$ cat config.mk
export PLATFORM = sky130hd
export DESIGN_NAME = pzf_cmd_fifo
export DESIGN_NICKNAME = d
export VERILOG_FILES = /design/src/rtl/pzf_pkg.sv /design/src/rtl/pzf_cmd_fifo.sv
export SDC_FILE = /design/constraint.sdc
export NUM_CORES = 1
export LEC_CHECK = 0
export ABC_AREA = 1
export BUFFER_PORTS_ARGS = -buffer_cell sky130_fd_sc_hd__buf_2
export CAP_MARGIN = 10
export CORE_MARGIN = 4
export CORE_UTILIZATION = 61
export CTS_CLUSTER_DIAMETER = 30
export DETAILED_ROUTE_END_ITERATION = 6
export GPL_TIMING_DRIVEN = 0
export PLACE_DENSITY = 0.84
export SLEW_MARGIN = 40
export SYNTH_ARGS = -nofsm -noshare
export SYNTH_HDL_FRONTEND = slang
export SYNTH_SLANG_ARGS = --single-unit
$ cat constraint.sdc
create_clock -name clk -period 5.7 [get_ports clk]
set_clock_uncertainty 0.05 [all_clocks]
set_input_delay 1.14 -clock clk [delete_from_list [all_inputs] [get_ports clk]]
set_output_delay 1.14 -clock clk [all_outputs]
set_load 0.005 [all_outputs]
$ cat src/rtl/pzf_pkg.sv
// Shared types and constants for the point z-buffer projection and fill core.
// No dependencies; every other file in rtl/ imports this package.
package pzf_pkg;

  localparam int IMG_WIDTH_DEF   = 128;
  localparam int IMG_HEIGHT_DEF  = 128;
  localparam int QUEUE_DEPTH_DEF = 65536;

  // Pixel coordinates travel at the widest image size the core supports.
  localparam int COORD_W        = 10;
  localparam int CFG_IDX_W      = 3;
  localparam int CFG_DATA_W     = 54;
  localparam int CMD_FIFO_DEPTH = 4;

  typedef enum logic [1:0] {
    FUNC_CLEAR   = 2'd0,
    FUNC_PROJECT = 2'd1,
    FUNC_FILL    = 2'd2,
    FUNC_READ    = 2'd3
  } func_t;

  typedef enum logic [CFG_IDX_W-1:0] {
    REG_COL_COEFS   = 3'd0,
    REG_ROW_COEFS   = 3'd1,
    REG_DEPTH_COEFS = 3'd2,
    REG_BACKGROUND  = 3'd3,
    REG_FILL_LIMIT  = 3'd4
  } reg_index_t;

  // Classified command handed from the front end to the back end.
  typedef struct packed {
    func_t               func;
    logic                in_range;
    logic [COORD_W-1:0]  row;
    logic [COORD_W-1:0]  col;
    logic signed [31:0]  depth;
  } cmd_t;

  typedef enum logic [4:0] {
    B_INIT,
    B_IDLE,
    B_CLEAR,
    B_PROJ,
    B_PROJ_W,
    B_READ,
    B_READ_W,
    B_SEED,
    B_SEED_W,
    B_SNB,
    B_SNB_W,
    B_POP,
    B_POP_W,
    B_PCHK,
    B_NB,
    B_NB_W,
    B_DIVST,
    B_DIV,
    B_DIVFIN,
    B_NORM,
    B_NORM_W
  } back_state_t;

endpackage

$ cat src/rtl/pzf_cmd_fifo.sv
// Short command queue between the front and back ends.
// Depends on pzf_pkg for the command type.
module pzf_cmd_fifo #(
  parameter int DEPTH = pzf_pkg::CMD_FIFO_DEPTH
) (
  input  logic          clk,
  input  logic          rst,
  input  logic          push,
  input  pzf_pkg::cmd_t din,
  output logic          full,
  input  logic          pop,
  output pzf_pkg::cmd_t dout,
  output logic          empty
);
  import pzf_pkg::*;

  localparam int PW = (DEPTH > 1) ? $clog2(DEPTH) : 1;

  cmd_t          slots [DEPTH];
  logic [PW-1:0] wr_ptr, rd_ptr;
  logic [PW:0]   count;

  assign full  = (count == (PW+1)'(DEPTH));
  assign empty = (count == '0);
  assign dout  = slots[rd_ptr];

  always_ff @(posedge clk) begin
    if (rst) begin
      wr_ptr <= '0;
      rd_ptr <= '0;
      count  <= '0;
    end else begin
      if (push) begin
        wr_ptr <= (wr_ptr == PW'(DEPTH - 1)) ? '0 : wr_ptr + PW'(1);
      end
      if (pop) begin
        rd_ptr <= (rd_ptr == PW'(DEPTH - 1)) ? '0 : rd_ptr + PW'(1);
      end
      if (push && !pop) begin
        count <= count + (PW+1)'(1);
      end else if (pop && !push) begin
        count <= count - (PW+1)'(1);
      end
    end
  end

  always_ff @(posedge clk) begin
    if (push) begin
      slots[wr_ptr] <= din;
    end
  end

endmodule

Word-level counts from Yosys, hierarchy flattened --
Memories as Yosys holds them, arrays and structs flattened. A register that Yosys moved wholly into a read port is not among the register bits. Cells that the tools add are included.
Storage, ports and cells: register bits 7, RAM bits 220, logic and storage cells 25, memories 1
Memories:
- slots | depth 4, bits a word 55, read ports 1, clocked after memory_dff 1, write ports 1, RTL line pzf_cmd_fifo.sv:19 | cmd_t slots [DEPTH];
Operators by class: add/sub/neg operators 4, equal/unequal tests 3, muxes and demuxes 8, reduce and logical (&&, ||, !) cells 6
Operators by type and width (count):
- 2-bit 2-to-1 mux | 4
- 3-bit 2-to-1 mux | 2
- 2-bit by 1-bit adder with 2-bit output (second input constant) | 2
- 2-bit == test (second input constant) | 2
- 3-bit by 1-bit adder with 3-bit output (second input constant) | 1
- 3-bit == test (second input constant) | 1
- 3-bit logical NOT | 1
- 3-bit by 1-bit subtractor with 3-bit output (second input constant) | 1
- 1-bit logical AND | 2
- 1-bit logical NOT | 2
- 1-bit 2-to-1 mux | 2
- 2-bit nonzero test | 1

Logic depth before layout (Yosys ltp) --
depth after elaboration 4, depth in mapped cells 10, gate-level depth less buffers 10

Least setup slack after synthesis --
Ideal clock, no wire load.
path type input to register, start point input port push, end point memory slots[3][0] (netlist name) (enable), arrival 2248 ps, slack 2992 ps, cell stages on the path 2, buffers on the path 0, cells stage by stage nand2_1 -> inv_1
On the way: word-level cells in the longest chain between the ends 2
Ends and longest elaborated chain:
- start, declared | RTL line pzf_cmd_fifo.sv:8 | input logic push,
- 1-bit 2-to-1 mux | RTL line pzf_cmd_fifo.sv:48 | if (push) begin
- 1-bit 2-to-1 mux (implied by the code) | RTL line pzf_cmd_fifo.sv:49 | slots[wr_ptr] <= din;
- end, declared | RTL line pzf_cmd_fifo.sv:19
Every way passes these cells.

==> metrics.txt <==
Worst VDD drop=0.384 mV; FFs w/ async S/R, synth=0; H-tree depth=2; Post-layout nets=815; Final min period=3340 ps; drt drc=0; #FFs+latches synth=229; status=finished, final reports clean; Die Area=0.0161 mm2; mapped cell area=0.00861 mm2; Achievable Freq=0.300 GHz; gpl congestion=0.781; Clk Tree Root Cell=clkbuf_16; number of flops mapped to enable cells by yosys=220; P_sw=0.00101 W; count of final hold-check violations=0; Yosys warnings=0; Antenna Nets Post-Route=0; area of the multi-input gates=0.00153 mm2; CP Max Fanout=10; core box area=0.0138 mm2; P_int=0.00354 W; setup TNS=0 ps; clock power share=0.491; Reg clk slew, reported paths=50 ps; die height=127 um; Site Rows=43; Final period util=0.586; syn avg cell area=14.6 um2; Worst-Margin Slew=565 ps; Comb power frac=0.081; most frequent cells after synthesis=edfxtp_1, nor2_1, o21ai_0; Flop pwr share=0.429; P_leak=3.93 nW; cts hold-fix bufs=0; Starting Density=0.623; Synth Instances=591; Rel. slew slack=0.624; number of diodes=0; worst skew pair latency=490 ps; Max Slew Vio Count=0; wire length per cell=20.5 um; Tot Pwr=0.00454 W; CTS max path bufs=3; chip width=127 um; Worst Setup End Kind=output pin; initial antenna violation count=1; Register Area=0.00679 mm2; worst setup path class=reg2out; Sw Share=0.221; Final setup viols=0; unrepaired setup endpoints after global routing=no; global route overflow=0; first-pass GRT wire length=31.0 mm; Synth area leader=edfxtp_1; Seq/Total Area, Yosys=0.788; Hold WC Path Type=reg2reg; largest net degree at the start of global routing=32; synth top area cells=edfxtp_1, nor2_1, o22ai_1, o21ai_0, o21ai_1; CTS Buf Count=37; Arrival @ worst endpoint=2150 ps; WP data required=4510 ps; fraction of final layout cells sized beyond drive strength 1=0.260; Setup Fix Bufs, Post-CTS=0; number of global-route vias before repair=5920; CTS tree=built; clock sink total=229; ys flop type=edfxtp_1; Post-Route WL=19.6 mm; post-CTS sizing=0; max-cap violation count=0; synthesized net count=657; PwrDens=422 mW/mm2; Startpoint Class=flip-flop; count leader, synth=edfxtp_1; 1st-pass router iterations=5; Synth top area share=0.767; port bufs=115; unique cell type count in the Yosys netlist=20; Layout fillers=754; num ports=116; Via-to-Cell Ratio=5.89; DPL Wire Length=11.4 mm; Via Count=5641; All-Layer GR Usage=0.248; DRT iter0 DRCs=643; Syn-to-layout area delta=25.1%
## state kept, by name (all words and copies together) (netlist names), named ones only
name	flops
count	3
rd_ptr	2
slots	220
wr_ptr	2
## cell families after synthesis
logic type      Yosys count  synth area share
xor+xnor                  1           0.00102
simple gates            132            0.0586
buf+inv                  51            0.0337
compound gates          171             0.107
fa+ha+maj                 7            0.0110
flops                   229             0.788
## worst paths after layout
path                                              from                endpoint  slack, ps  cells past startpoint
worst max-delay path                         flip-flop                dout[36]       2360                      5
worst min-delay path            wr_ptr[1]$_SDFFE_PP0P_  wr_ptr[1]$_SDFFE_PP0P_        490                      2
worst max register to register  wr_ptr[0]$_SDFFE_PP0P_  slots[3][19]$_DFFE_PP_       4010                      4
worst min register to register  wr_ptr[1]$_SDFFE_PP0P_  wr_ptr[1]$_SDFFE_PP0P_        490                      2
## power groups by stage
stage	logic, W	clock network, W	registers [W]
after floorplan	0.000188	0	0.00198
after CTS	0.000369	0.00224	0.00195
after global routing	0.000406	0.00234	0.00195
final	0.000367	0.00223	0.00195
after detailed placement	0.000364	0	0.00198
after global placement	0.000338	0	0.00198
## layer usage
metal	wire length (um)	global-route usage	vias to the layer above
met3	1580	0.0611	43
met2	10000	0.425	287
met1	7530	0.315	2757
met4	419	0.0776	2
met5	12	0	-
li1	-	-	2552
## stage by stage
| step | util | cell area (um2) | instances | hold WS [ps] | setup WS (ps) |
|---|---|---|---|---|---|
| 4_1_cts | 0.779 | 10800 | 957 | 491 | 2400 |
| 3_5_place_dp | 0.687 | 9500 | 890 | 489 | 2930 |
| 6_report | 0.779 | 10800 | 957 | 488 | 2360 |
| 5_1_grt | 0.779 | 10800 | 957 | 511 | 2220 |
| 3_3_place_gp | 0.681 | 9410 | 886 | 447 | 2060 |
| 2_1_floorplan | - | 8610 | 591 | 440 | 2990 |
## final cells by class
| type | count | share of cell area |
|---|---|---|
| clock buffers | 41 | 0.0913 |
| repair buffers | 119 | 0.0609 |
| flip-flops and latches | 229 | 0.630 |
| inverters | 16 | 0.00651 |
| multi-input cells | 311 | 0.142 |
| well taps | 180 | 0.0209 |
| clock inverters | 26 | 0.0266 |
| plain buffers | 35 | 0.0214 |
## placed cells by master (no fill, tap or decap), drive strengths merged, types with 4 or more instances in the layout
cell,n
nand2,8
inv,19
clkinv,14
clkinvlp,4
buf,136
o22ai,55
nor2,118
o21ai,113
dfxtp,9
edfxtp,220
clkbuf,59
ha,6
nor3,4
bufinv,5
## critical path: stages, from the launching register on
cell and delay [ps]:
dfxtp_1 310, inv_1 300, clkbuf_1 430, o21ai_0 190
o22ai_1 250, buf_2 180
(Power assumes the default switching activity.)
